`config.mk`:
```
export PLATFORM = sky130hd
export DESIGN_NAME = motor_speed_filter_turn_tracker
export DESIGN_NICKNAME = d
export VERILOG_FILES = /design/src/msf_pkg.sv /design/src/motor_speed_filter_turn_tracker.sv
export VERILOG_INCLUDE_DIRS = /design/src /design/src/src
export SDC_FILE = /design/constraint.sdc
export NUM_CORES = 2
export LEC_CHECK = 0
export BUFFER_PORTS_ARGS = -buffer_cell sky130_fd_sc_hd__buf_4
export CAP_MARGIN = 5
export CELL_PAD_IN_SITES_DETAIL_PLACEMENT = 1
export CELL_PAD_IN_SITES_GLOBAL_PLACEMENT = 1
export CORE_MARGIN = 2
export CORE_UTILIZATION = 50
export DETAILED_ROUTE_END_ITERATION = 16
export GPL_TIMING_DRIVEN = 0
export HOLD_SLACK_MARGIN = 0.08
export PLACE_DENSITY = 0.85
export SKIP_CTS_REPAIR_TIMING = 1
export SLEW_MARGIN = 20
export SYNTH_ARGS = -nofsm -noshare
export SYNTH_HDL_FRONTEND = slang
export SYNTH_SLANG_ARGS = --single-unit
```
`constraint.sdc`:
```
create_clock -name clk -period 11.6 [get_ports clk]
set_clock_uncertainty 0.15 [all_clocks]
set_input_delay 1.16 -clock clk [delete_from_list [all_inputs] [get_ports clk]]
set_output_delay 1.16 -clock clk [all_outputs]
set_load 0.03 [all_outputs]
```
`src/motor_speed_filter_turn_tracker_defines.svh`:
```
// Assertion macros shared by the speed filter and turn tracker RTL.
`ifndef MOTOR_SPEED_FILTER_TURN_TRACKER_DEFINES_SVH
`define MOTOR_SPEED_FILTER_TURN_TRACKER_DEFINES_SVH
`ifndef SYNTHESIS
// Same-cycle implication check, reset disables the check.
`define MSF_ASSERT_IMPL(lbl, clk, rst, ante, cons) \
  lbl: assert property (@(posedge clk) disable iff (rst) (ante) |-> (cons)) \
    else $error("same-cycle implication failed");
// Next-cycle implication check, reset disables the check.
`define MSF_ASSERT_NEXT(lbl, clk, rst, ante, cons) \
  lbl: assert property (@(posedge clk) disable iff (rst) (ante) |=> (cons)) \
    else $error("next-cycle implication failed");
`else
`define MSF_ASSERT_IMPL(lbl, clk, rst, ante, cons)
`define MSF_ASSERT_NEXT(lbl, clk, rst, ante, cons)
`endif
`endif

```
`src/msf_pkg.sv`:
```
// Types, constants and rounding helper for the speed filter and turn tracker.
`default_nettype none
package msf_pkg;

  // Default parameter values
  localparam int ENC_BITS_DEF  = 13;
  localparam int FRAC_BITS_DEF = 16;

  // Shared multiplier operand and product widths
  localparam int MUL_A_W = 33;
  localparam int MUL_B_W = 25;
  localparam int PROD_W  = MUL_A_W + MUL_B_W;

  // Field widths fixed by the interface
  localparam int VEL_W   = 16;
  localparam int COEF_W  = 19;
  localparam int SSCL_W  = 24;
  localparam int ASCL_W  = 32;
  localparam int FULL_W  = 7;
  localparam int CNT_W   = 8;
  localparam int DATA_W  = 32;
  localparam int EXTO_W  = 21;

  // Rounding shifts
  localparam int FILT_SHIFT  = 16;
  localparam int SPEED_SHIFT = 24;
  localparam int ANGLE_BASE  = 32;

  // Configuration port
  localparam int CFG_IDX_W = 8;
  localparam int CFG_DAT_W = 32;
  localparam logic [CFG_IDX_W-1:0] CFG_COEF_PREV1  = CFG_IDX_W'(0);
  localparam logic [CFG_IDX_W-1:0] CFG_COEF_PREV2  = CFG_IDX_W'(1);
  localparam logic [CFG_IDX_W-1:0] CFG_COEF_INPUT  = CFG_IDX_W'(2);
  localparam logic [CFG_IDX_W-1:0] CFG_SPEED_SCALE = CFG_IDX_W'(3);
  localparam logic [CFG_IDX_W-1:0] CFG_ANGLE_SCALE = CFG_IDX_W'(4);
  localparam logic [CFG_IDX_W-1:0] CFG_WRAP_BOUND  = CFG_IDX_W'(5);

  // Register reset values
  localparam logic signed [COEF_W-1:0] COEF_PREV1_RST = COEF_W'(113096);
  localparam logic signed [COEF_W-1:0] COEF_PREV2_RST = -COEF_W'(49542);
  localparam logic signed [COEF_W-1:0] COEF_INPUT_RST = COEF_W'(1982);
  localparam logic [SSCL_W-1:0]        SPEED_SCALE_RST = SSCL_W'(48803);
  localparam logic [ASCL_W-1:0]        ANGLE_SCALE_RST = ASCL_W'(91505);
  localparam logic [FULL_W-1:0]        WRAP_BOUND_RST  = FULL_W'(18);

  // Saturation bounds for 32-bit signed results
  localparam logic signed [PROD_W-1:0] SAT_HI = (PROD_W'(1) << 31) - PROD_W'(1);
  localparam logic signed [PROD_W-1:0] SAT_LO = -(PROD_W'(1) << 31);

  // Sequencer states
  typedef enum logic [3:0] {
    S_IDLE,
    S_P1,
    S_P2,
    S_IN,
    S_SUM,
    S_Y,
    S_SPD,
    S_ANG,
    S_DONE
  } fsm_state_t;

  // Round half toward plus infinity by sh bits, then saturate to 32 bits signed
  function automatic logic signed [DATA_W-1:0] rnd_sat32(
    input logic signed [PROD_W-1:0] v,
    input int unsigned              sh
  );
    logic signed [PROD_W-1:0] b;
    logic signed [PROD_W-1:0] r;
    b = v + (PROD_W'(1) << (sh - 1));
    r = b >>> sh;
    if (r > SAT_HI) begin
      return SAT_HI[DATA_W-1:0];
    end else if (r < SAT_LO) begin
      return SAT_LO[DATA_W-1:0];
    end
    return r[DATA_W-1:0];
  endfunction

endpackage
`default_nettype wire

```
`src/motor_speed_filter_turn_tracker.sv`:
```
// Speed low-pass filter and multi-turn position tracker for one motor.
// The result is registered after the sequencer runs states P1, P2, IN, SUM, Y, SPD, ANG
// and DONE; a new sample is taken only once the last result is loaded. One shared
// 33x25 signed multiplier runs five products per sample under the sequencer.
// Reset (synchronous, active high) clears filter history and turn counter and
// loads the default coefficients, scales and wrap bound.
`default_nettype none
`include "motor_speed_filter_turn_tracker_defines.svh"
module motor_speed_filter_turn_tracker #(
  parameter int ENC_BITS  = msf_pkg::ENC_BITS_DEF,
  parameter int FRAC_BITS = msf_pkg::FRAC_BITS_DEF
) (
  input  wire logic                                  clk,
  input  wire logic                                  rst,
  // configuration write channel
  input  wire logic                                  cfg_valid,
  output logic                                       cfg_ready,
  input  wire logic [msf_pkg::CFG_IDX_W-1:0]         cfg_index,
  input  wire logic [msf_pkg::CFG_DAT_W-1:0]         cfg_data,
  // sample input channel
  input  wire logic                                  in_valid,
  output logic                                       in_stall,
  input  wire logic signed [msf_pkg::VEL_W-1:0]      velocity_rpm,
  input  wire logic [ENC_BITS-1:0]                   position,
  input  wire logic [ENC_BITS-1:0]                   last_position,
  // result output channel
  output logic                                       out_valid,
  input  wire logic                                  out_stall,
  output logic signed [msf_pkg::DATA_W-1:0]          filtered_speed,
  output logic signed [msf_pkg::CNT_W-1:0]           turn_count,
  output logic signed [msf_pkg::EXTO_W-1:0]          extended_position,
  output logic signed [msf_pkg::DATA_W-1:0]          angle
);

  localparam int EXT_W  = ENC_BITS + msf_pkg::CNT_W;
  localparam int DIFF_W = ENC_BITS + 1;
  localparam int STEP_W = msf_pkg::CNT_W + 1;
  localparam logic signed [DIFF_W-1:0] HALF = DIFF_W'(1) << (ENC_BITS - 1);

  // configuration registers
  logic signed [msf_pkg::COEF_W-1:0] coef_prev1;
  logic signed [msf_pkg::COEF_W-1:0] coef_prev2;
  logic signed [msf_pkg::COEF_W-1:0] coef_input;
  logic [msf_pkg::SSCL_W-1:0]        speed_scale;
  logic [msf_pkg::ASCL_W-1:0]        angle_scale;
  logic [msf_pkg::FULL_W-1:0]        wrap_bound;

  // filter and counter state
  logic signed [msf_pkg::DATA_W-1:0] filter_prev1;
  logic signed [msf_pkg::DATA_W-1:0] filter_prev2;
  logic signed [msf_pkg::CNT_W-1:0]  turn_counter;

  // sample and datapath registers
  logic signed [msf_pkg::VEL_W-1:0]  vel_reg;
  logic [ENC_BITS-1:0]               pos_reg;
  logic [ENC_BITS-1:0]               last_reg;
  logic signed [msf_pkg::PROD_W-1:0] prod;
  logic signed [msf_pkg::PROD_W-1:0] acc;
  logic signed [msf_pkg::DATA_W-1:0] spd_reg;

  msf_pkg::fsm_state_t state;
  msf_pkg::fsm_state_t state_next;

  logic signed [msf_pkg::MUL_A_W-1:0] mul_a;
  logic signed [msf_pkg::MUL_B_W-1:0] mul_b;
  logic signed [msf_pkg::PROD_W-1:0]  mul_out;
  logic                               prod_en;
  logic                               in_xfer;
  logic                               out_load;

  logic signed [EXT_W-1:0]            ext;
  logic signed [DIFF_W-1:0]           diff;
  logic [msf_pkg::FULL_W-1:0]         full_eff;
  logic signed [STEP_W-1:0]           full_s;
  logic signed [STEP_W-1:0]           cnt_step;
  logic signed [STEP_W-1:0]           cnt_wrap;
  logic signed [msf_pkg::DATA_W-1:0]  y_new;

  assign cfg_ready = 1'b1;
  assign in_xfer   = in_valid && !in_stall;
  assign out_load  = (state == msf_pkg::S_DONE) && (!out_valid || !out_stall);

  // Extended position is the counter stacked above the encoder count
  assign ext = $signed({turn_counter, pos_reg});

  // Configuration writes; unknown indexes are dropped
  always_ff @(posedge clk) begin
    if (rst) begin
      coef_prev1  <= msf_pkg::COEF_PREV1_RST;
      coef_prev2  <= msf_pkg::COEF_PREV2_RST;
      coef_input  <= msf_pkg::COEF_INPUT_RST;
      speed_scale <= msf_pkg::SPEED_SCALE_RST;
      angle_scale <= msf_pkg::ANGLE_SCALE_RST;
      wrap_bound  <= msf_pkg::WRAP_BOUND_RST;
    end else if (cfg_valid && cfg_ready) begin
      unique case (cfg_index)
        msf_pkg::CFG_COEF_PREV1:  coef_prev1  <= $signed(cfg_data[msf_pkg::COEF_W-1:0]);
        msf_pkg::CFG_COEF_PREV2:  coef_prev2  <= $signed(cfg_data[msf_pkg::COEF_W-1:0]);
        msf_pkg::CFG_COEF_INPUT:  coef_input  <= $signed(cfg_data[msf_pkg::COEF_W-1:0]);
        msf_pkg::CFG_SPEED_SCALE: speed_scale <= cfg_data[msf_pkg::SSCL_W-1:0];
        msf_pkg::CFG_ANGLE_SCALE: angle_scale <= cfg_data[msf_pkg::ASCL_W-1:0];
        msf_pkg::CFG_WRAP_BOUND:  wrap_bound  <= cfg_data[msf_pkg::FULL_W-1:0];
        default: ;
      endcase
    end
  end

  // State register
  always_ff @(posedge clk) begin
    if (rst) begin
      state <= msf_pkg::S_IDLE;
    end else begin
      state <= state_next;
    end
  end

  // Sequencer: next state, input stall and multiplier operand select
  always_comb begin
    state_next = state;
    in_stall   = 1'b1;
    prod_en    = 1'b0;
    mul_a      = '0;
    mul_b      = '0;
    unique case (state)
      msf_pkg::S_IDLE: begin
        in_stall = 1'b0;
        if (in_valid) begin
          state_next = msf_pkg::S_P1;
        end
      end
      msf_pkg::S_P1: begin
        prod_en    = 1'b1;
        mul_a      = msf_pkg::MUL_A_W'(filter_prev1);
        mul_b      = msf_pkg::MUL_B_W'(coef_prev1);
        state_next = msf_pkg::S_P2;
      end
      msf_pkg::S_P2: begin
        prod_en    = 1'b1;
        mul_a      = msf_pkg::MUL_A_W'(filter_prev2);
        mul_b      = msf_pkg::MUL_B_W'(coef_prev2);
        state_next = msf_pkg::S_IN;
      end
      msf_pkg::S_IN: begin
        prod_en    = 1'b1;
        mul_a      = msf_pkg::MUL_A_W'(vel_reg);
        mul_b      = msf_pkg::MUL_B_W'(coef_input);
        state_next = msf_pkg::S_SUM;
      end
      msf_pkg::S_SUM: begin
        state_next = msf_pkg::S_Y;
      end
      msf_pkg::S_Y: begin
        state_next = msf_pkg::S_SPD;
      end
      msf_pkg::S_SPD: begin
        prod_en    = 1'b1;
        mul_a      = msf_pkg::MUL_A_W'(filter_prev1);
        mul_b      = $signed({1'b0, speed_scale});
        state_next = msf_pkg::S_ANG;
      end
      msf_pkg::S_ANG: begin
        prod_en    = 1'b1;
        mul_a      = $signed({1'b0, angle_scale});
        mul_b      = msf_pkg::MUL_B_W'(ext);
        state_next = msf_pkg::S_DONE;
      end
      msf_pkg::S_DONE: begin
        if (!out_valid || !out_stall) begin
          state_next = msf_pkg::S_IDLE;
        end
      end
      default: begin
        state_next = msf_pkg::S_IDLE;
      end
    endcase
  end

  // Shared multiplier
  assign mul_out = mul_a * mul_b;

  // Turn counter step and wrap
  always_comb begin
    diff     = $signed({1'b0, pos_reg}) - $signed({1'b0, last_reg});
    full_eff = (wrap_bound == '0) ? msf_pkg::FULL_W'(1) : wrap_bound;
    full_s   = $signed({2'b00, full_eff});
    cnt_step = STEP_W'(turn_counter);
    if (diff > HALF) begin
      cnt_step = cnt_step - STEP_W'(1);
    end else if (diff < -HALF) begin
      cnt_step = cnt_step + STEP_W'(1);
    end
    cnt_wrap = cnt_step;
    if (cnt_step >= full_s) begin
      cnt_wrap = -full_s;
    end else if (cnt_step <= -(full_s + STEP_W'(1))) begin
      cnt_wrap = full_s - STEP_W'(1);
    end
  end

  // New filter output from the accumulated sum
  assign y_new = msf_pkg::rnd_sat32(acc, msf_pkg::FILT_SHIFT);

  // Capture the sample on transfer
  always_ff @(posedge clk) begin
    if (in_xfer) begin
      vel_reg  <= velocity_rpm;
      pos_reg  <= position;
      last_reg <= last_position;
    end
  end

  // Product register, filter accumulator and speed result register
  always_ff @(posedge clk) begin
    if (prod_en) begin
      prod <= mul_out;
    end
    if (state == msf_pkg::S_P2) begin
      acc <= prod;
    end else if (state == msf_pkg::S_IN) begin
      acc <= acc + prod;
    end else if (state == msf_pkg::S_SUM) begin
      acc <= acc + (prod <<< FRAC_BITS);
    end
    if (state == msf_pkg::S_ANG) begin
      spd_reg <= msf_pkg::rnd_sat32(prod, msf_pkg::SPEED_SHIFT);
    end
  end

  // Advance filter history and turn counter
  always_ff @(posedge clk) begin
    if (rst) begin
      filter_prev1 <= '0;
      filter_prev2 <= '0;
      turn_counter <= '0;
    end else if (state == msf_pkg::S_Y) begin
      filter_prev2 <= filter_prev1;
      filter_prev1 <= y_new;
      turn_counter <= cnt_wrap[msf_pkg::CNT_W-1:0];
    end
  end

  // Output register: load when the slot is free, drop valid once taken
  always_ff @(posedge clk) begin
    if (rst) begin
      out_valid <= 1'b0;
    end else if (out_load) begin
      out_valid <= 1'b1;
    end else if (!out_stall) begin
      out_valid <= 1'b0;
    end
  end

  always_ff @(posedge clk) begin
    if (out_load) begin
      filtered_speed    <= spd_reg;
      turn_count        <= turn_counter;
      extended_position <= msf_pkg::EXTO_W'(ext);
      angle             <= msf_pkg::rnd_sat32(prod, msf_pkg::ANGLE_BASE - FRAC_BITS);
    end
  end

  // Checks
  `MSF_ASSERT_NEXT(a_xfer_starts_item, clk, rst, in_xfer, state == msf_pkg::S_P1)
  `MSF_ASSERT_NEXT(a_history_shifts, clk, rst, state == msf_pkg::S_Y, filter_prev2 == $past(filter_prev1))
  `MSF_ASSERT_IMPL(a_counter_in_range, clk, rst, state == msf_pkg::S_SPD, (turn_counter >= -$signed({2'b00, $past(full_eff)})) && (turn_counter < $signed({2'b00, $past(full_eff)})))
  `MSF_ASSERT_NEXT(a_result_held, clk, rst, (state == msf_pkg::S_DONE) && out_valid && out_stall, state == msf_pkg::S_DONE)

endmodule
`default_nettype wire

```
==> metrics.md <==
| Metric | Value |
|---|---|
| Leakage | `roughly 28 nW` |
| # DRC | `0` |
| Flop pwr share | `0.304` |
| GR Layer Usage met2 | `0.648` |
| Largest regs | `acc: 58 flops, prod: 58 flops` |
| Critical Path End Type | `register` |
| Compound-gate portion of the synthesized area | `0.101` |
| Adder-cell share of the synthesized area | `0.371` |
| Worst path required time | `about 12 ns` |
| Power Total | `~7.4 mW` |
| Fillers | `between 10000 and 15000` |
| Post-synth top area share | `0.306` |
| Synth cell types | `83` |
| Final worst path period share | `1.00` |
| Reg area | `12200 um2` |
| Area contributors post-synth | `fa_1 31%, edfxtp_1 15%, nand2_1 7.1%` |
| Slew Limit Fails | `0` |
| Simple-Gate Fraction of Synth Area | `0.172` |
| Main combinational cell family by area after synthesis | `adder cells` |
| Ys async rst share | `0` |
| Register area share after synthesis | `0.221` |
| Largest area contributor in the netlist | `fa_1` |
| Hold WS | `approximately 0.27 ns` |
| TritonCTS clock tree | `yes` |
| Largest stage delay, worst path | `between 1 and 1.5 ns` |
| Core area | `around 110000 um2` |
| Endpoints failing setup | `1` |
| Final Hold Viols | `0` |
| Worst vdd ir | `approximately 0.12 mV` |
| Vias in the first global route | `around 53000` |
| Top post-synthesis cells by count | `1052 x nand2_1, 960 x inv_1, 845 x fa_1` |
| Starting density of the core | `0.506` |
| GRT overflow | `0` |
| Number of H-tree levels | `2` |
| R2R cell count | `31` |
| Mapped Avg Cell Area | `8.83 um2` |
| Clk pwr share | `0.247` |
| Worst path most repeated cell | `fa_1` |
| Share of cells above drive strength 1 | `0.0745` |
| Clk root buf | `clkbuf_16` |
| CP Launch Type | `register` |
| CP Class | `reg -> reg` |
| Hpwl dp | `186 mm` |
| Rel. slew slack | `0.110` |
| Mapped Area | `approximately 55000 um2` |
| Violated checks | `negative setup slack` |
| EDFF count, synth | `275` |
| Met3 Use GR | `0.115` |
| Post-layout nets | `between 7000 and 8000` |
| Via/cell ratio | `between 6 and 7` |
| GR peak layer | `met2` |
| Overall Global Routing Usage | `0.408` |
| Hold/Removal Path Class | `reg -> reg` |
| FMAX | `86.0 MHz` |
| Power per cell area | `between 100 and 150 nW/um2` |
| Status | `complete, but fails checks` |
| Int Pwr | `~4.1 mW` |
| Slack of the critical path | `-0.0234 ns` |
| Hold depth | `0` |
| Post-Syn Instances | `between 6000 and 7000` |
| Initial drt markers | `between 4000 and 5000` |
| Initial antenna violation count | `17` |
| # rows | `121` |
| Top FF cell, synth | `edfxtp_1` |
| Arrival time at the worst endpoint | `around 12 ns` |
| Syn Nets | `7479` |
| Max_cap viols | `0` |
| Worst path slowest cell | `xnor2_1` |
| Met1 usage | `0.466` |
| XOR/XNOR share of the synthesized area | `0.0428` |
| WL final | `approximately 230 mm` |
| Io pins | `roughly 180` |
| Largest net degree at the start of global routing | `39` |
| Switch share | `0.439` |
| Net Sw Power | `between 3 and 4 mW` |
| Post-synthesis mux area share | `0.00401` |
| Worst-skew pair later-pin latency | `~0.69 ns` |
| Area Overhead vs Synth | `10.7%` |
| CTS clock-pin slew for the worst setup and hold paths | `around 0.060 ns` |
| Gate power share | `0.449` |
| Min cycle time layout | `11.62 ns` |
| First-pass GRT wire length | `337 mm` |
| Yosys warns | `0` |
| GP Congestion | `between 1 and 1.5` |
| Cts bufs inserted | `56` |
| Die Span X | `roughly 340 um` |
| Slew @ Worst Pin | `roughly 1.3 ns` |
| Chip Height | `about 340 um` |
| Die area | `around 110000 um2` |
| Most common cell in the synthesized netlist | `nand2_1` |
| Wire per inst | `roughly 28 um` |
| Critical path fanouts, max | `10` |
| Via count | `between 40000 and 50000` |
| Synth Register Bits | `472` |
| Clk sinks | `between 400 and 500` |
| Antenna Nets Post-Route | `0` |
| Area of the multi-input gates | `38400 um2` |
| Clock Path Buffers | `3` |
| IO buf count | `179` |
| Drt pass-1 iters | `9` |
-- stage by stage --
stage	setup WS, ns	setup TNS (ns)	cells	utilization	cell area [um2]
6_report	-0.0234	-0.0234	8059	0.560	61100
5_1_grt	-0.0253	-0.0484	8055	0.560	61100
4_1_cts	-1.95	-22.78	8039	0.556	60700
3_5_place_dp	-1.89	-20.31	7933	0.539	58900
3_3_place_gp	-2.86	-56.83	7914	0.535	58400
2_1_floorplan	2.28	0	6259	-	55200
-- per-layer routing --
metal	vias to the layer above	part of all wire
li1	20600	-
met1	24700	0.35
met2	2768	0.45
met3	986	0.11
met4	18	0.093
met5	-	0.00053
-- cell type report --
| cell class | instances | area share |
|---|---|---|
| sequential | 472 | 0.200 |
| multi-input combinational | 4503 | 0.628 |
| clock buffer | 77 | 0.0256 |
| clock inverter | 29 | 0.00479 |
| antenna | 4 | 0.000164 |
| timing repair buffer | 219 | 0.0300 |
| tap | 1476 | 0.0302 |
| inverter | 962 | 0.0591 |
| buffer | 317 | 0.0227 |
-- critical path: cells and delay by family, from the launching register on --
| kind | cells | cell delay, ns |
|---|---|---|
| compound gates | 5 | 1.14 |
| xor+xnor | 1 | 1.03 |
| buf+inv | 6 | 1.46 |
| fa+ha+maj | 8 | 4.00 |
| simple gates | 11 | 2.95 |
| flops | 1 | 0.46 |
-- final timing paths --
check                           startpoint                end  slack, ns
worst min-delay path            spd_reg[2]  filtered_speed[2]       0.27
worst max-delay path              state[0]           prod[54]      -0.02
worst min register to register  spd_reg[2]  filtered_speed[2]       0.27
worst max register to register    state[0]           prod[54]      -0.02
-- kinds of logic (layout without fill, tap and decap cells) --
group,Yosys count,after routing
AO/OA/AOI/OAI,883,883
XOR/XNOR,270,270
adder cells (fa/ha/maj),1133,1133
buffers and inverters,1284,1604
flip-flops,472,472
multiplexers,22,22
other,1,5
AND/OR/NAND/NOR,2194,2194
-- power groups by stage --
stage	Clock [mW]	Combinational (mW)	Sequential [mW]
6_report	1.82	3.31	2.25
5_1_grt	1.88	3.57	2.24
4_1_cts	1.83	3.20	2.23
3_5_place_dp	0	3.16	2.27
3_3_place_gp	0	3.02	2.27
2_1_floorplan	0	2.12	2.12
-- cell usage in the layout, fill, tap and decap left out, types with 44 or more instances in the layout --
cell | netlist | final
nand2_1 | 1052 | 1051
inv_1 | 960 | 959
fa_1 | 845 | 844
nor2_1 | 639 | 634
a21oi_1 | 312 | 308
ha_1 | 288 | 288
edfxtp_1 | 275 | 275
buf_4 | 10 | 215
clkbuf_1 | 301 | 207
dfxtp_1 | 197 | 197
o21ai_0 | 176 | 176
xnor2_1 | 174 | 173
nand3_1 | 98 | 98
xor2_1 | 96 | 94
clkbuf_2 | 0 | 91
a21o_1 | 82 | 82
nand4_1 | 76 | 76
clkbuf_16 | 0 | 58
nor3_1 | 58 | 56
a211oi_1 | 51 | 50
and3_1 | 46 | 44
No activity file was read; power rests on OpenSTA's default activity.
